### src/design/nps_pkg.sv
`default_nettype none

package nps_pkg;

    // default number of process slots
    localparam int NUM_PROCESSES_DEF = 8;

    // field widths
    localparam int ARR_W      = 16;
    localparam int BUR_W      = 16;
    localparam int PRI_W      = 8;
    localparam int KEY_W      = 16;
    localparam int TIME_W     = 24;
    localparam int PROC_W     = 3;
    localparam int MODE_W     = 2;
    localparam int CTX_W      = 8;
    localparam int CFG_IDX_W  = 1;
    localparam int CFG_DATA_W = 8;

    // sort key selection
    localparam logic [MODE_W-1:0] MODE_FCFS = 2'd0;
    localparam logic [MODE_W-1:0] MODE_SJF  = 2'd1;
    localparam logic [MODE_W-1:0] MODE_PRIO = 2'd2;

    // configuration register indexes
    localparam logic [CFG_IDX_W-1:0] REG_MODE   = 1'b0;
    localparam logic [CFG_IDX_W-1:0] REG_CTX_SW = 1'b1;

    // one stored process record
    typedef struct packed {
        logic [ARR_W-1:0] arrival;
        logic [BUR_W-1:0] burst;
        logic [PRI_W-1:0] prio;
    } t_rec;

    localparam int REC_W = ARR_W + BUR_W + PRI_W;

    // sort key of a record; unused mode code falls back to priority
    function automatic logic [KEY_W-1:0] key_of(input logic [MODE_W-1:0] mode,
                                                input t_rec rec);
        logic [KEY_W-1:0] key;
        unique case (mode)
            MODE_FCFS: key = rec.arrival;
            MODE_SJF:  key = rec.burst;
            default:   key = {{(KEY_W-PRI_W){1'b0}}, rec.prio};
        endcase
        return key;
    endfunction

endpackage

`default_nettype wire

### src/design/nps_in_if.sv
`default_nettype none

interface nps_in_if;
    logic                     valid;
    logic                     ready;
    logic [nps_pkg::ARR_W-1:0] arrival_time;
    logic [nps_pkg::BUR_W-1:0] burst_time;
    logic [nps_pkg::PRI_W-1:0] priority_level;
    logic                     last_process;

    modport source (
        output valid, arrival_time, burst_time, priority_level, last_process,
        input  ready
    );
    modport sink (
        input  valid, arrival_time, burst_time, priority_level, last_process,
        output ready
    );
endinterface

`default_nettype wire

### src/design/nps_out_if.sv
`default_nettype none

interface nps_out_if;
    logic                       valid;
    logic                       ready;
    logic [nps_pkg::PROC_W-1:0] process;
    logic [nps_pkg::TIME_W-1:0] start_time;
    logic [nps_pkg::TIME_W-1:0] finish_time;
    logic [nps_pkg::TIME_W-1:0] waiting_time;
    logic [nps_pkg::TIME_W-1:0] end_time;
    logic                       last_result;

    modport source (
        output valid, process, start_time, finish_time, waiting_time, end_time,
               last_result,
        input  ready
    );
    modport sink (
        input  valid, process, start_time, finish_time, waiting_time, end_time,
               last_result,
        output ready
    );
endinterface

`default_nettype wire

### src/design/nps_ram.sv
`default_nettype none

module nps_ram #(
    parameter int WIDTH = 8,
    parameter int DEPTH = 8
) (
    input  wire logic                                  i_clk,
    input  wire logic                                  i_we,
    input  wire logic [(DEPTH > 1 ? $clog2(DEPTH) : 1)-1:0] i_waddr,
    input  wire logic [WIDTH-1:0]                      i_wdata,
    input  wire logic [(DEPTH > 1 ? $clog2(DEPTH) : 1)-1:0] i_raddr,
    output logic      [WIDTH-1:0]                      o_rdata
);

    logic [WIDTH-1:0] r_mem [DEPTH];

    // one write port, one registered read port
    always_ff @(posedge i_clk) begin
        if (i_we) begin
            r_mem[i_waddr] <= i_wdata;
        end
        o_rdata <= r_mem[i_raddr];
    end

endmodule

`default_nettype wire

### src/design/nonpreemptive_process_scheduler.sv
// Non-preemptive FCFS / SJF / priority scheduler. Process records are taken
// one per cycle into slots numbered from 0; a record with last_process set,
// or the one that fills the last slot, closes the batch and drops i_req.ready
// until the last result of the schedule has entered the output register.
// Each scheduled process then costs one scan over the n loaded records
// through the single read port of the record RAM plus a resolve step, which
// waits while the output register holds a result that is not taken. The
// clock of the schedule starts at the earliest arrival, an idle gap jumps to
// the next arrival, and ties go to the lower slot. A finished result waits
// in the output register while the next scan runs; after the final result
// the block accepts records again even if that result is still waiting.
// Mode 3 sorts by priority. Configuration must be written only while the
// block is idle; the block itself does not enforce this.

`default_nettype none

module nonpreemptive_process_scheduler #(
    parameter int NUM_PROCESSES = nps_pkg::NUM_PROCESSES_DEF
) (
    input  wire logic                             i_clk,
    input  wire logic                             i_rst_n,
    input  wire logic                             i_cfg_we,
    input  wire logic [nps_pkg::CFG_IDX_W-1:0]    i_cfg_idx,
    input  wire logic [nps_pkg::CFG_DATA_W-1:0]   i_cfg_data,
    nps_in_if.sink                                i_req,
    nps_out_if.source                             o_res
);

    localparam int IW = (NUM_PROCESSES > 1) ? $clog2(NUM_PROCESSES) : 1;
    localparam int CW = $clog2(NUM_PROCESSES + 1);
    localparam int TW = nps_pkg::TIME_W;

    typedef enum logic [1:0] {
        ST_LOAD,
        ST_SCAN,
        ST_RESOLVE
    } t_state;

    t_state                         r_state;
    logic [nps_pkg::MODE_W-1:0]     r_mode;
    logic [nps_pkg::CTX_W-1:0]      r_ctx;
    logic [CW-1:0]                  r_count;
    logic [CW-1:0]                  r_n;
    logic [CW-1:0]                  r_picks;
    logic [CW-1:0]                  r_scan_idx;
    logic                           r_rd_vld;
    logic [CW-1:0]                  r_rd_idx;
    logic [NUM_PROCESSES-1:0]       r_done;
    logic [TW-1:0]                  r_clock;
    logic                           r_first;

    // best already-arrived candidate
    logic                           r_f_vld;
    logic [nps_pkg::KEY_W-1:0]      r_f_key;
    logic [IW-1:0]                  r_f_idx;
    logic [nps_pkg::ARR_W-1:0]      r_f_arr;
    logic [nps_pkg::BUR_W-1:0]      r_f_bur;

    // earliest unfinished arrival, best key among those
    logic                           r_g_vld;
    logic [nps_pkg::KEY_W-1:0]      r_g_key;
    logic [IW-1:0]                  r_g_idx;
    logic [nps_pkg::ARR_W-1:0]      r_g_arr;
    logic [nps_pkg::BUR_W-1:0]      r_g_bur;

    // output register
    logic                           r_out_vld;
    logic [nps_pkg::PROC_W-1:0]     r_out_proc;
    logic [TW-1:0]                  r_out_start;
    logic [TW-1:0]                  r_out_finish;
    logic [TW-1:0]                  r_out_wait;
    logic [TW-1:0]                  r_out_end;
    logic                           r_out_last;

    nps_pkg::t_rec                  wr_rec;
    nps_pkg::t_rec                  rd_rec;
    logic [nps_pkg::REC_W-1:0]      ram_rdata;
    logic                           ram_we;
    logic [IW-1:0]                  ram_raddr;

    logic                           in_acc;
    logic                           out_acc;
    logic                           out_free;
    logic                           out_load;
    logic                           closes_batch;
    logic                           scan_issue;
    logic [CW-1:0]                  last_idx;

    logic [nps_pkg::KEY_W-1:0]      rd_key;
    logic [TW-1:0]                  rd_arr_ext;
    logic                           rd_undone;
    logic                           rd_arrived;

    logic                           sel_f;
    logic [IW-1:0]                  sel_idx;
    logic [nps_pkg::ARR_W-1:0]      sel_arr;
    logic [nps_pkg::BUR_W-1:0]      sel_bur;
    logic [TW-1:0]                  sel_start;
    logic [TW-1:0]                  sel_finish;
    logic [TW-1:0]                  sel_wait;
    logic [TW-1:0]                  sel_end;
    logic [IW+nps_pkg::PROC_W-1:0]  sel_idx_ext;
    logic                           sel_last;

    // handshakes
    assign i_req.ready = (r_state == ST_LOAD);
    assign in_acc      = i_req.valid && i_req.ready;
    assign out_acc     = r_out_vld && o_res.ready;
    assign out_free    = !r_out_vld || o_res.ready;
    assign out_load    = (r_state == ST_RESOLVE) && out_free;

    assign o_res.valid        = r_out_vld;
    assign o_res.process      = r_out_proc;
    assign o_res.start_time   = r_out_start;
    assign o_res.finish_time  = r_out_finish;
    assign o_res.waiting_time = r_out_wait;
    assign o_res.end_time     = r_out_end;
    assign o_res.last_result  = r_out_last;

    assign closes_batch = i_req.last_process ||
                          (r_count == CW'(NUM_PROCESSES - 1));

    // record store
    assign wr_rec.arrival = i_req.arrival_time;
    assign wr_rec.burst   = i_req.burst_time;
    assign wr_rec.prio    = i_req.priority_level;
    assign ram_we         = in_acc;
    assign scan_issue     = (r_state == ST_SCAN) && (r_scan_idx < r_n);
    assign ram_raddr      = r_scan_idx[IW-1:0];

    nps_ram #(
        .WIDTH (nps_pkg::REC_W),
        .DEPTH (NUM_PROCESSES)
    ) u_ram (
        .i_clk   (i_clk),
        .i_we    (ram_we),
        .i_waddr (r_count[IW-1:0]),
        .i_wdata (wr_rec),
        .i_raddr (ram_raddr),
        .o_rdata (ram_rdata)
    );

    // compare unit on the record coming out of the ram
    assign rd_rec     = nps_pkg::t_rec'(ram_rdata);
    assign rd_key     = nps_pkg::key_of(r_mode, rd_rec);
    assign rd_arr_ext = {{(TW-nps_pkg::ARR_W){1'b0}}, rd_rec.arrival};
    assign rd_undone  = !r_done[r_rd_idx[IW-1:0]];
    assign rd_arrived = rd_undone && !r_first && (rd_arr_ext <= r_clock);
    assign last_idx   = r_n - CW'(1);

    // timing of the chosen process
    assign sel_f       = r_f_vld;
    assign sel_idx     = sel_f ? r_f_idx : r_g_idx;
    assign sel_arr     = sel_f ? r_f_arr : r_g_arr;
    assign sel_bur     = sel_f ? r_f_bur : r_g_bur;
    assign sel_start   = sel_f ? r_clock : {{(TW-nps_pkg::ARR_W){1'b0}}, r_g_arr};
    assign sel_finish  = sel_start + {{(TW-nps_pkg::BUR_W){1'b0}}, sel_bur};
    assign sel_wait    = sel_start - {{(TW-nps_pkg::ARR_W){1'b0}}, sel_arr};
    assign sel_end     = sel_finish + {{(TW-nps_pkg::CTX_W){1'b0}}, r_ctx};
    assign sel_idx_ext = {{nps_pkg::PROC_W{1'b0}}, sel_idx};
    assign sel_last    = (r_picks == last_idx);

    // sequencer, trackers and output register
    always_ff @(posedge i_clk) begin
        if (!i_rst_n) begin
            r_state   <= ST_LOAD;
            r_mode    <= nps_pkg::MODE_FCFS;
            r_ctx     <= '0;
            r_count   <= '0;
            r_n       <= '0;
            r_picks   <= '0;
            r_scan_idx <= '0;
            r_rd_vld  <= 1'b0;
            r_rd_idx  <= '0;
            r_done    <= '0;
            r_clock   <= '0;
            r_first   <= 1'b0;
            r_f_vld   <= 1'b0;
            r_g_vld   <= 1'b0;
            r_out_vld <= 1'b0;
        end else begin
            // configuration writes
            if (i_cfg_we) begin
                unique case (i_cfg_idx)
                    nps_pkg::REG_MODE:   r_mode <= i_cfg_data[nps_pkg::MODE_W-1:0];
                    nps_pkg::REG_CTX_SW: r_ctx  <= i_cfg_data[nps_pkg::CTX_W-1:0];
                    default: ;
                endcase
            end

            // output register drains unless refilled in the same cycle
            if (out_acc && !out_load) begin
                r_out_vld <= 1'b0;
            end

            // read pipeline follows issued addresses
            r_rd_vld <= scan_issue;
            r_rd_idx <= r_scan_idx;

            unique case (r_state)
                ST_LOAD: begin
                    if (in_acc) begin
                        r_count <= r_count + CW'(1);
                        if (closes_batch) begin
                            r_n        <= r_count + CW'(1);
                            r_picks    <= '0;
                            r_done     <= '0;
                            r_first    <= 1'b1;
                            r_scan_idx <= '0;
                            r_f_vld    <= 1'b0;
                            r_g_vld    <= 1'b0;
                            r_state    <= ST_SCAN;
                        end
                    end
                end

                ST_SCAN: begin
                    if (scan_issue) begin
                        r_scan_idx <= r_scan_idx + CW'(1);
                    end
                    if (r_rd_vld) begin
                        // arrived candidate, smaller key wins, ties keep lower slot
                        if (rd_arrived && (!r_f_vld || rd_key < r_f_key)) begin
                            r_f_vld <= 1'b1;
                            r_f_key <= rd_key;
                            r_f_idx <= r_rd_idx[IW-1:0];
                            r_f_arr <= rd_rec.arrival;
                            r_f_bur <= rd_rec.burst;
                        end
                        // earliest arrival, then smallest key at that arrival
                        if (rd_undone && (!r_g_vld || rd_rec.arrival < r_g_arr ||
                            (rd_rec.arrival == r_g_arr && rd_key < r_g_key))) begin
                            r_g_vld <= 1'b1;
                            r_g_key <= rd_key;
                            r_g_idx <= r_rd_idx[IW-1:0];
                            r_g_arr <= rd_rec.arrival;
                            r_g_bur <= rd_rec.burst;
                        end
                        if (r_rd_idx == last_idx) begin
                            r_state <= ST_RESOLVE;
                        end
                    end
                end

                ST_RESOLVE: begin
                    if (out_free) begin
                        r_out_vld    <= 1'b1;
                        r_out_proc   <= sel_idx_ext[nps_pkg::PROC_W-1:0];
                        r_out_start  <= sel_start;
                        r_out_finish <= sel_finish;
                        r_out_wait   <= sel_wait;
                        r_out_end    <= sel_end;
                        r_out_last   <= sel_last;
                        r_clock      <= sel_end;
                        r_first      <= 1'b0;
                        r_scan_idx   <= '0;
                        r_f_vld      <= 1'b0;
                        r_g_vld      <= 1'b0;
                        if (sel_last) begin
                            r_count <= '0;
                            r_picks <= '0;
                            r_done  <= '0;
                            r_state <= ST_LOAD;
                        end else begin
                            r_done[sel_idx] <= 1'b1;
                            r_picks         <= r_picks + CW'(1);
                            r_state         <= ST_SCAN;
                        end
                    end
                end

                default: r_state <= ST_LOAD;
            endcase
        end
    end

endmodule

`default_nettype wire

### src/flat_wrapper.sv
// flat-port wrapper written by rule: the top's interface ports become plain ports
module nonpreemptive_process_scheduler_flat 
#(
    parameter int NUM_PROCESSES = nps_pkg::NUM_PROCESSES_DEF
)
  (i_clk, i_rst_n, i_cfg_we, i_cfg_idx, i_cfg_data, i_req_valid, i_req_arrival_time, i_req_burst_time, i_req_priority_level, i_req_last_process, i_req_ready, o_res_valid, o_res_process, o_res_start_time, o_res_finish_time, o_res_waiting_time, o_res_end_time, o_res_last_result, o_res_ready);
  nps_in_if i_req_i ();
  nps_out_if o_res_i ();
  input  wire logic i_clk;
  input  wire logic i_rst_n;
  input  wire logic i_cfg_we;
  input  wire logic [nps_pkg::CFG_IDX_W-1:0] i_cfg_idx;
  input  wire logic [nps_pkg::CFG_DATA_W-1:0] i_cfg_data;
  input wire logic [$bits(i_req_i.valid)-1:0] i_req_valid;
  input wire logic [$bits(i_req_i.arrival_time)-1:0] i_req_arrival_time;
  input wire logic [$bits(i_req_i.burst_time)-1:0] i_req_burst_time;
  input wire logic [$bits(i_req_i.priority_level)-1:0] i_req_priority_level;
  input wire logic [$bits(i_req_i.last_process)-1:0] i_req_last_process;
  output wire logic [$bits(i_req_i.ready)-1:0] i_req_ready;
  output wire logic [$bits(o_res_i.valid)-1:0] o_res_valid;
  output wire logic [$bits(o_res_i.process)-1:0] o_res_process;
  output wire logic [$bits(o_res_i.start_time)-1:0] o_res_start_time;
  output wire logic [$bits(o_res_i.finish_time)-1:0] o_res_finish_time;
  output wire logic [$bits(o_res_i.waiting_time)-1:0] o_res_waiting_time;
  output wire logic [$bits(o_res_i.end_time)-1:0] o_res_end_time;
  output wire logic [$bits(o_res_i.last_result)-1:0] o_res_last_result;
  input wire logic [$bits(o_res_i.ready)-1:0] o_res_ready;
  assign i_req_i.valid = i_req_valid;
  assign i_req_i.arrival_time = i_req_arrival_time;
  assign i_req_i.burst_time = i_req_burst_time;
  assign i_req_i.priority_level = i_req_priority_level;
  assign i_req_i.last_process = i_req_last_process;
  assign i_req_ready = i_req_i.ready;
  assign o_res_valid = o_res_i.valid;
  assign o_res_process = o_res_i.process;
  assign o_res_start_time = o_res_i.start_time;
  assign o_res_finish_time = o_res_i.finish_time;
  assign o_res_waiting_time = o_res_i.waiting_time;
  assign o_res_end_time = o_res_i.end_time;
  assign o_res_last_result = o_res_i.last_result;
  assign o_res_i.ready = o_res_ready;
  nonpreemptive_process_scheduler #(.NUM_PROCESSES(NUM_PROCESSES)) u_core (.i_clk(i_clk), .i_rst_n(i_rst_n), .i_cfg_we(i_cfg_we), .i_cfg_idx(i_cfg_idx), .i_cfg_data(i_cfg_data), .i_req(i_req_i), .o_res(o_res_i));
endmodule
### config.mk
export PLATFORM = sky130hd
export DESIGN_NAME = nonpreemptive_process_scheduler_flat
export DESIGN_NICKNAME = d
export VERILOG_FILES = /design/src/design/nps_pkg.sv /design/src/design/nps_in_if.sv /design/src/design/nps_out_if.sv /design/src/design/nps_ram.sv /design/src/design/nonpreemptive_process_scheduler.sv /design/src/flat_wrapper.sv
export SDC_FILE = /design/constraint.sdc
export NUM_CORES = 1
export LEC_CHECK = 0
export BUFFER_PORTS_ARGS = -buffer_cell sky130_fd_sc_hd__buf_2
export CORE_MARGIN = 3
export CORE_UTILIZATION = 35
export DETAILED_ROUTE_END_ITERATION = 10
export SLEW_MARGIN = 20
export SYNTH_ARGS = -nofsm -noshare
export SYNTH_HDL_FRONTEND = slang
export SYNTH_HIERARCHICAL = 1
export SYNTH_SLANG_ARGS = --single-unit
### constraint.sdc
create_clock -name i_clk -period 9.1 [get_ports i_clk]
set_input_delay 2.73 -clock i_clk [delete_from_list [all_inputs] [get_ports i_clk]]
set_output_delay 2.73 -clock i_clk [all_outputs]
set_load 0.01 [all_outputs]
# Yosys cells after proc, flatten, opt, wreduce, memory -nomap -nowiden

Memories as Yosys holds them, arrays and structs flattened. A register that Yosys moved wholly into a read port is not among the register bits.
Index checks and enable logic that the tools add are counted.

Eq/ne operators: 16
$lt $le $gt $ge: 8
$add $sub $neg: 7
Multiplexer cells: 50
Reduce and logical (&&, ||, !) cells: 39
Bitwise logic cells: 2

Operator list:

| kind                                                                 | number |
|---|---|
| 16-bit < comparator                                                  | 3 |
| 4-bit 2-to-1 mux                                                     | 9 |
| 16-bit 2-to-1 mux                                                    | 2 |
| 8-bit 2-to-1 mux                                                     | 4 |
| 16-bit one-hot mux with 2 select lines                               | 1 |
| 24-bit by 16-bit adder with 24-bit output                            | 1 |
| 24-bit by 8-bit adder with 24-bit output                             | 1 |
| 16-bit by 24-bit less-or-equal comparator with 1-bit output          | 1 |
| 24-bit 2-to-1 mux                                                    | 1 |
| 24-bit by 16-bit subtractor with 24-bit output                       | 1 |
| 1-bit 2-to-1 mux                                                     | 17 |
| 16-bit == test                                                       | 1 |
| 4-bit one-hot mux with 2 select lines                                | 2 |
| 8-bit one-hot mux with 2 select lines                                | 1 |
| 4-bit AND reduction                                                  | 4 |
| 4-bit by 1-bit adder with 4-bit output, second input constant        | 3 |
| 4-bit one-hot mux with 3 select lines                                | 1 |
| 6-bit AND reduction                                                  | 2 |
| 1-bit logical AND                                                    | 11 |
| 2-bit 2-to-1 mux                                                     | 5 |
| 2-bit != test, second input constant                                 | 5 |
| 5-bit AND reduction                                                  | 2 |
| 4-bit == test                                                        | 2 |
| 3-bit by 4-bit < comparator with 1-bit output, second input constant | 2 |
| other kinds (22)                                                     | 40 |

Memories: 1
Output and inout port bits: 102
Flip-flop bits (word level): 271
Logic and storage cells: 152
Bits of input ports: 55
RAM bits: 320

Memories:

| name               | words | width | read ports | clocked after Yosys merged registers in | wr ports | line          | text |
|---|---|---|---|---|---|---|---|
| u_core.u_ram.r_mem | 8     | 40    | 1          | 1                                       | 1        | nps_ram.sv:15 | `logic [WIDTH-1:0] r_mem [DEPTH];` |

# Longest topological paths before layout

Gate-level depths: netlist of the first run.

Depth after elaboration: 9
Mapped depth: 21
Gate-level depth less buffers: 18

# Modules after synthesis

Netlist of the first run, hierarchy kept.

Modules (own cells, without submodules):

| module                          | times used | sequential area each (sq um) | area each (sq um) | cells each |
|---|---|---|---|---|
| nonpreemptive_process_scheduler | 1          | 7447.1                       | 13929.6           | 1225 |
| nps_ram                         | 1          | 10410.0                      | 13171.4           | 515 |

# Worst setup path after synthesis of the first run

No wires, ideal clock.

Path type: input -> register
Start: in i_rst_n
End: reg u_core/r_f_arr[0] in the netlist's numbering, enable pin
Stages: 5
Arrival time: 6.816 ns
Slack: 1.761 ns
Required time: 8.577 ns
Library setup time: 0.523 ns
Path buffers: 1
Cell sequence: clkbuf_1 nand2_1 nor3_1 o211ai_1 nor3_1

Word-level cells in the longest chain between the ends: 1

RTL lines:

| item                          | line                                   | text |
|---|---|---|
| from (decl)                   | flat_wrapper.sv:10                     | `input wire logic i_rst_n;` |
| 4-bit AND reduction (no line) | n/a                                    |  |
| to (signal assigned)          | nonpreemptive_process_scheduler.sv:227 | `r_f_arr <= rd_rec.arrival;` |
| to (decl)                     | nonpreemptive_process_scheduler.sv:56  | `logic [nps_pkg::ARR_W-1:0] r_f_arr;` |

No other way between the ends.
A chain may end at the register's enable or synchronous reset.

# Worst setup path in the final report of the first run

Start: in o_res_ready
End: reg u_core.r_clock[21]

Word-level cells in the longest chain between the ends: 2

RTL lines:

| item                          | line                                   | text |
|---|---|---|
| from (decl)                   | flat_wrapper.sv:27                     | `input wire logic [$bits(o_res_i.ready)-1:0] o_res_ready;` |
| 1-bit logical OR              | nonpreemptive_process_scheduler.sv:109 | `assign out_free = !r_out_vld \|\| o_res.ready;` |
| 2-bit AND reduction (no line) | n/a                                    |  |
| to (signal assigned)          | nonpreemptive_process_scheduler.sv:254 | `r_clock <= sel_end;` |
| to (decl)                     | nonpreemptive_process_scheduler.sv:49  | `logic [TW-1:0] r_clock;` |

No other way between the ends.

==> results of run 1 <==
## routing by layer
metal	track usage	wire length (um)
met4	0.0368	986
met5	0	73
met3	0.0322	3260
met1	0.184	25400
met2	0.245	29200
## layout by cell type (no fill, tap or decap), types with 5 or more instances in the layout
cell type	instances
a21o_1	30
clkinv_1	6
clkinv_2	9
buf_4	19
bufinv_16	6
nand2_1	111
clkbuf_16	69
o21ai_0	55
nor2_4	6
nor3_1	21
and3_1	5
edfxtp_1	522
buf_2	156
xnor2_1	34
nor4_1	5
and4_1	5
o211ai_1	9
a21boi_0	5
nand3_1	24
mux4_1	80
xor2_1	22
nand4_1	13
nand2b_1	13
nor2b_1	15
mux2_2	58
clkbuf_1	15
ha_1	109
a21oi_1	77
o31a_1	5
clkinvlp_4	7
mux2i_1	36
o21a_1	20
dfxtp_1	105
inv_1	91
nor2_1	92
and2_1	6
a211oi_1	20
## logic make-up (layout without fill, tap and decap cells)
family,Yosys count,after routing
DFF,631,631
and+or+nand+nor,343,343
AOI/OAI and AO/OA,268,268
muxes,177,177
buffers and inverters,148,394
adders and majority gates,112,112
xor gates and xnor gates,61,61
other,0,2
## cells in the mapped netlist (5+ instances only)
cell | number | area share
a211oi_1 | 20 | 0.0055
a21boi_0 | 5 | 0.0014
a21o_1 | 30 | 0.0083
a21oi_1 | 77 | 0.014
and2_1 | 7 | 0.0016
and3_1 | 5 | 0.0012
and4_1 | 5 | 0.0016
buf_6 | 10 | 0.0042
clkbuf_1 | 39 | 0.0054
dfxtp_1 | 109 | 0.081
edfxtp_1 | 522 | 0.58
ha_1 | 109 | 0.050
inv_1 | 92 | 0.013
mux2_2 | 58 | 0.024
mux2i_1 | 36 | 0.013
mux4_1 | 80 | 0.078
nand2_1 | 111 | 0.015
nand2b_1 | 13 | 0.0030
nand3_1 | 24 | 0.0044
nand4_1 | 13 | 0.0030
nor2_1 | 98 | 0.014
nor2b_1 | 15 | 0.0035
nor3_1 | 24 | 0.0044
nor4_1 | 5 | 0.0012
o211ai_1 | 9 | 0.0025
o21a_1 | 20 | 0.0055
o21ai_0 | 56 | 0.010
o31a_1 | 5 | 0.0016
xnor2_1 | 34 | 0.011
xor2_1 | 22 | 0.0071
## worst max path at each step
stage	startpoint	end	slack, ps	depth (start not counted)
floorplan	i_rst_n	u_core/r_f_arr[0]$_DFFE_PP_	1760	5
global placement	o_res_ready	u_core/r_clock[21]$_SDFFE_PN0P_	3930	9
detailed placement	o_res_ready	u_core/r_clock[21]$_SDFFE_PN0P_	3900	9
CTS	o_res_ready	u_core/r_clock[21]$_SDFFE_PN0P_	4520	9
global route	u_core/r_f_vld$_SDFFE_PN0P_	u_core/o_res.end_time[23]$_DFFE_PP_	4300	12
finish	o_res_ready	u_core/r_clock[21]$_SDFFE_PN0P_	4510	9
## through the flow
step                       util  instance area, um^2  hold slack, ps
after floorplan               -                27100             425
after global placement    0.381                29100             441
after detailed placement  0.381                29100             458
after CTS                 0.411                31400             472
after global routing      0.411                31400             481
final                     0.411                31400             468
## area by class of cell
type                       count  area [um^2]
antenna                        2         5.00
clock buffer                  88         1840
clock inverter                36          433
fill                        6913        44900
inverter                      94          355
multi-input combinational    961         8670
sequential                   631        17900
tap                         1030         1290
timing repair buffer         176          943
## report_power, final
group	leakage (uW)	internal [uW]	total, uW	switching [uW]
registers	0.00563	3200	3250	56.8
clock network	0.00108	1620	2750	1130
logic	0.00444	171	402	231
## sequential cells by signal (all words and copies together) (netlist names), 8 cells and up
signal and cells:
u_core/o_res.finish_time 24, u_core/r_g_bur 16, u_core/o_res.end_time 24, u_core/r_g_key 16
u_core/r_clock 24, u_core/r_g_arr 16, u_core/r_f_bur 16, u_core/r_f_arr 16
u_core/u_ram/o_rdata 40, u_core/u_ram/r_mem 320, u_core/o_res.waiting_time 24, u_core/r_done 8
u_core/r_f_key 16, u_core/o_res.start_time 24, u_core/r_ctx 8
## critical path: stages
cell	delay, ps
buf_2	70
nand2b_1	150
nor2b_1	140
buf_4	260
nand2_1	190
inv_4	380
buf_4	740
o311a_1	310
a211o_1	100
==> impl_metrics.tcl, run 1 <==
set metrics [dict create \
    drtPass1Iterations 7 \
    core.rowCount 101 \
    fin_cells 3018 \
    cts_root_buf "clkbuf_16" \
    setup_violations 0 \
    io_buffers 156 \
    status "complete, no violations" \
    clkLatencyLatePin_ps 610 \
    min_to "u_core/r_g_bur[13]$_DFFE_PP_" \
    antenna_found_initial 10 \
    wl_per_cell_um 19.5 \
    initialDrtViolationCount 939 \
    tightestPinTransition_ps 927 \
    period_share 0.504 \
    fmax_ghz 0.218 \
    drc 0 \
    finalPower_uw 6410 \
    crit_fanout 71 \
    arrival_ps 5130 \
    period_needed_ps 4590 \
    synth-warning-count 6 \
    cts_tree "done" \
    avgSynthCellArea_um2 15.6 \
    critPathKind "in2reg" \
    io_pins 157 \
    irDropWorstVdd_mv 0.115 \
    die_x_um 284 \
    nets 2099 \
    worstPathRequired_ps 9640 \
    initial_utilization 0.355 \
    cts_setup_buffers 0 \
    hold_viol_final 0 \
    synth_top_family_by_area "multiplexers" \
    ys_seq_elements 631 \
    grt_max_degree 85 \
    dp_cells 2891 \
    clk_pin_slew_ps 60 \
    rsz0062_at_grt "false" \
    r2r_start "u_core/r_f_vld$_SDFFE_PN0P_" \
    hold_path_class "reg2reg" \
    dp_hpwl_um 38700 \
    viasPerCell 4.99 \
    slew_viol_final 0 \
    synthXorXnorAreaFrac 0.0211 \
    synthAdderAreaFrac 0.0525 \
    synth-compound-area-share 0.0661 \
    clockBufferDepth 3 \
    fin_tns_setup_ps 0 \
    gp_congestion 0.813 \
    powerDensity_nw_per_um2 204 \
    p_leak_uw 0.0112 \
    num_vias 15049 \
    fp.dieArea_um2 80800 \
    coreArea_um2 76300 \
    fin_skew_ps 30.1 \
    syn_area_um2 27100 \
    netlist_instances 1740 \
    start_kind "input pin" \
    postSynth.asyncResetShare 0 \
    synthFlopType "edfxtp_1" \
    ys_seq_area_frac 0.659 \
    hold_depth 0 \
    reg2reg_slack_ps 4530 \
    synth_edf_count 522 \
    cp-end-kind "flop" \
    synthSimpleGateAreaFrac 0.0608 \
    worstReg2RegEnd "u_core/r_clock[20]$_SDFFE_PN0P_" \
    overflow 0 \
    reg2regPathDepth 16 \
    drive_above_1_share 0.193 \
    relSlewSlack 0.381 \
    grt_pass1_wl_um 89300 \
    cts_buffers 68 \
    ant_nets 0 \
    die_h_um 284 \
    clock-sinks 631 \
    area_growth_syn_to_layout_pct 15.9 \
    wl_um 58900 \
    synth_mux_area_frac 0.117 \
    syn_nets 1907 \
    synth_cell_types 79 \
    grt_pass1_vias 15058 \
    post_cts_resized 0 \
    ctsHoldBuffers 0 \
    track_usage 0.143 \
    max_cap_violations 0 \
    cts.htree.levels 3 \
    place_ws_ps 3900 \
    worst_hold_startpoint "u_core/u_ram/o_rdata[21]$_DFF_P_" \
    fin_ws_ps 4510 \
]
No activity file was read; power rests on OpenSTA's default activity.
==> run 2, diff against run 1 <==
Settings changed: ABC_AREA from default to 1.
Clock period 9.1 ns to 4.71 ns, I/O delays scaled along.
==> impl_metrics.tcl, run 2 <==
set metrics [dict create \
    status "complete, no violations" \
    rsz0062_at_grt "false" \
    synth_area_leaders "edfxtp_1 (54%), nand2_1 (11%), dfxtp_1 (7.5%), inv_1 (5.8%), ha_1 (4.7%)" \
    core.rowCount 105 \
    wl_um 75100 \
    path_cells "buf_12, nor2_1, a21oi_1, inv_1, fa_1, nand3_1, nand3_2, nand2_1, nand2_1, xor2_1, ha_1, nand4_1, o211ai_1, nand3_1, nand2_2, nand3_4, nor2_8, nand4_1, nand2_1, inv_1" \
    cts.htree.levels 3 \
    cts_buffers 71 \
    slowest_delay_ps 530 \
    fin_cells 4282 \
    critPathKind "reg2reg" \
    dp_hpwl_um 49900 \
    synth.top_cells.by_count "nand2_1 (817), edfxtp_1 (522), inv_1 (448)" \
    fmax_ghz 0.247 \
    p_leak_uw 0.0147 \
    fin_skew_ps 33.0 \
    p_sw_uw 3890 \
    track_usage 0.172 \
    pwr-share-seq 0.471 \
    ys_seq_elements 631 \
    cp_common_cell "nand2_1" \
    design_area_um2 33600 \
    hold_viol_final 0 \
    relSlewSlack 0.289 \
    coreArea_um2 82400 \
    start_kind "flop" \
    fin_ws_ps 656 \
    synth_cell_types 59 \
    antenna_found_initial 10 \
    period_needed_ps 4050 \
    period_share 0.861 \
    final_cell_mix "nand2_1 (817), edfxtp_1 (522), inv_1 (448), nand3_1 (207), buf_2 (156)" \
    clock-sinks 631 \
    num_vias 19925 \
    clkLatencyLatePin_ps 630 \
    cts_root_buf "clkbuf_16" \
    irDropWorstVdd_mv 0.235 \
    tightestPinTransition_ps 1070 \
    overflow 0 \
    worstPathRequired_ps 5070 \
    clk_pin_slew_ps 60 \
    synth-warning-count 6 \
    finalPower_uw 14000 \
    combPwrFrac 0.146 \
    crit_fanout 49 \
    largestRegisters "u_core/u_ram/r_mem x320, u_core/u_ram/o_rdata x40" \
    post_cts_resized 0 \
    initialDrtViolationCount 1471 \
    largest_register_ffs 320 \
    initial_utilization 0.354 \
    top_register "u_core/u_ram/r_mem" \
    wl_per_cell_um 17.5 \
    gp_congestion 0.919 \
    ant_nets 0 \
    setup_violations 0 \
    place_ws_ps 747 \
    crit_slowest_cell "fa_1" \
    top_usage_layer "met2" \
    switching_share 0.278 \
    synth_top_area_cell "edfxtp_1" \
    hold_path_class "reg2reg" \
    drtPass1Iterations 6 \
    ctsHoldBuffers 0 \
    drive_above_1_share 0.151 \
    cts_setup_buffers 0 \
    clockBufferDepth 3 \
    ys_seq_area_frac 0.612 \
    synth_most_common_cell "nand2_1" \
    syn_area_um2 29200 \
    p_clk_frac 0.383 \
    internal-power_uw 10100 \
    synthFlopType "edfxtp_1" \
    area_growth_syn_to_layout_pct 15.3 \
    grt_max_degree 81 \
    slew_viol_final 0 \
    drc 0 \
    grt_use_met2 0.288 \
    placed_area_um2 31400 \
    cp-end-kind "flop" \
    grt_pass1_wl_um 114000 \
    nets 3316 \
    die_x_um 295 \
    postSynth.asyncResetShare 0 \
    fin_tns_setup_ps 0 \
    cts_tree "done" \
    fp.dieArea_um2 86900 \
    syn_nets 3136 \
    viasPerCell 4.65 \
    path_buf_inv 3 \
    arrival_ps 4420 \
    grt_util_met1 0.225 \
    layout_commonest_cell "nand2_1" \
    io_pins 157 \
    synth_edf_count 522 \
    grt_pass1_vias 18877 \
    dp_cells 4146 \
    crit_family "simple AND/OR/NAND/NOR gates" \
    io_buffers 156 \
    yosys.area.top_type_share 0.537 \
    grt_use_met3 0.0323 \
    max_cap_violations 0 \
    avgSynthCellArea_um2 9.83 \
    die_h_um 295 \
    powerDensity_nw_per_um2 416 \
    netlist_instances 2969 \
]
[run 2: final cells by class]
type | count | area, um^2
multi-input combinational | 1692 | 8840
antenna | 4 | 10.0
timing repair buffer | 191 | 1210
clock buffer | 98 | 1950
sequential | 631 | 17900
inverter | 562 | 2110
tap | 1070 | 1340
fill | 7875 | 48700
clock inverter | 34 | 312
[run 2: logic make-up after synthesis]
kind of cell / Yosys count / share of synthesized area
XOR/XNOR: 54 / 0.0171
adder cells (fa/ha/maj): 112 / 0.0488
flip-flops: 631 / 0.612
multiplexers: 1 / 0.000343
AO/OA/AOI/OAI: 257 / 0.0496
buffers and inverters: 646 / 0.0879
AND/OR/NAND/NOR: 1268 / 0.184
[run 2: metal layers]
layer  part of all wire  up-vias  wire length [um]
li1                   -     9990                 -
met2               0.48      526             35800
met4              0.026       10              1940
met3              0.063      125              4740
met5            0.00094        -                71
met1               0.43     9274             32600
[run 2: per-stage QoR]
stage | hold WS (ps) | util
6_report | 459 | 0.408
5_1_grt | 486 | 0.408
4_1_cts | 456 | 0.408
3_5_place_dp | 445 | 0.381
3_3_place_gp | 446 | 0.381
2_1_floorplan | 424 | -
[run 2: final timing paths]
kind	from	end	slack, ps	depth (start not counted)
min reg2reg	u_core/r_scan_idx[3]$_SDFFE_PN0P_	u_core/r_rd_idx[3]$_SDFF_PN0_	460	2
max	u_core/r_f_vld$_SDFFE_PN0P_	u_core/o_res.end_time[23]$_DFFE_PP_	660	20
max reg2reg	u_core/r_f_vld$_SDFFE_PN0P_	u_core/o_res.end_time[23]$_DFFE_PP_	660	20
min	u_core/r_scan_idx[3]$_SDFFE_PN0P_	u_core/r_rd_idx[3]$_SDFF_PN0_	460	2
[run 2: power groups by stage]
| stage | Clock [uW] | Combinational, uW | Sequential [uW] |
|---|---|---|---|
| 2_1_floorplan | 0 | 1500 | 6550 |
| 3_3_place_gp | 0 | 2010 | 6710 |
| 3_5_place_dp | 0 | 2040 | 6710 |
| 4_1_cts | 5500 | 2050 | 6590 |
| 5_1_grt | 5720 | 2320 | 6610 |
| 6_report | 5370 | 2050 | 6590 |
[run 2: tightest hold or removal path, stage by stage (launching register included)]
cell	delay, ps
dfxtp_1	330
nand2_1	60
inv_1	30
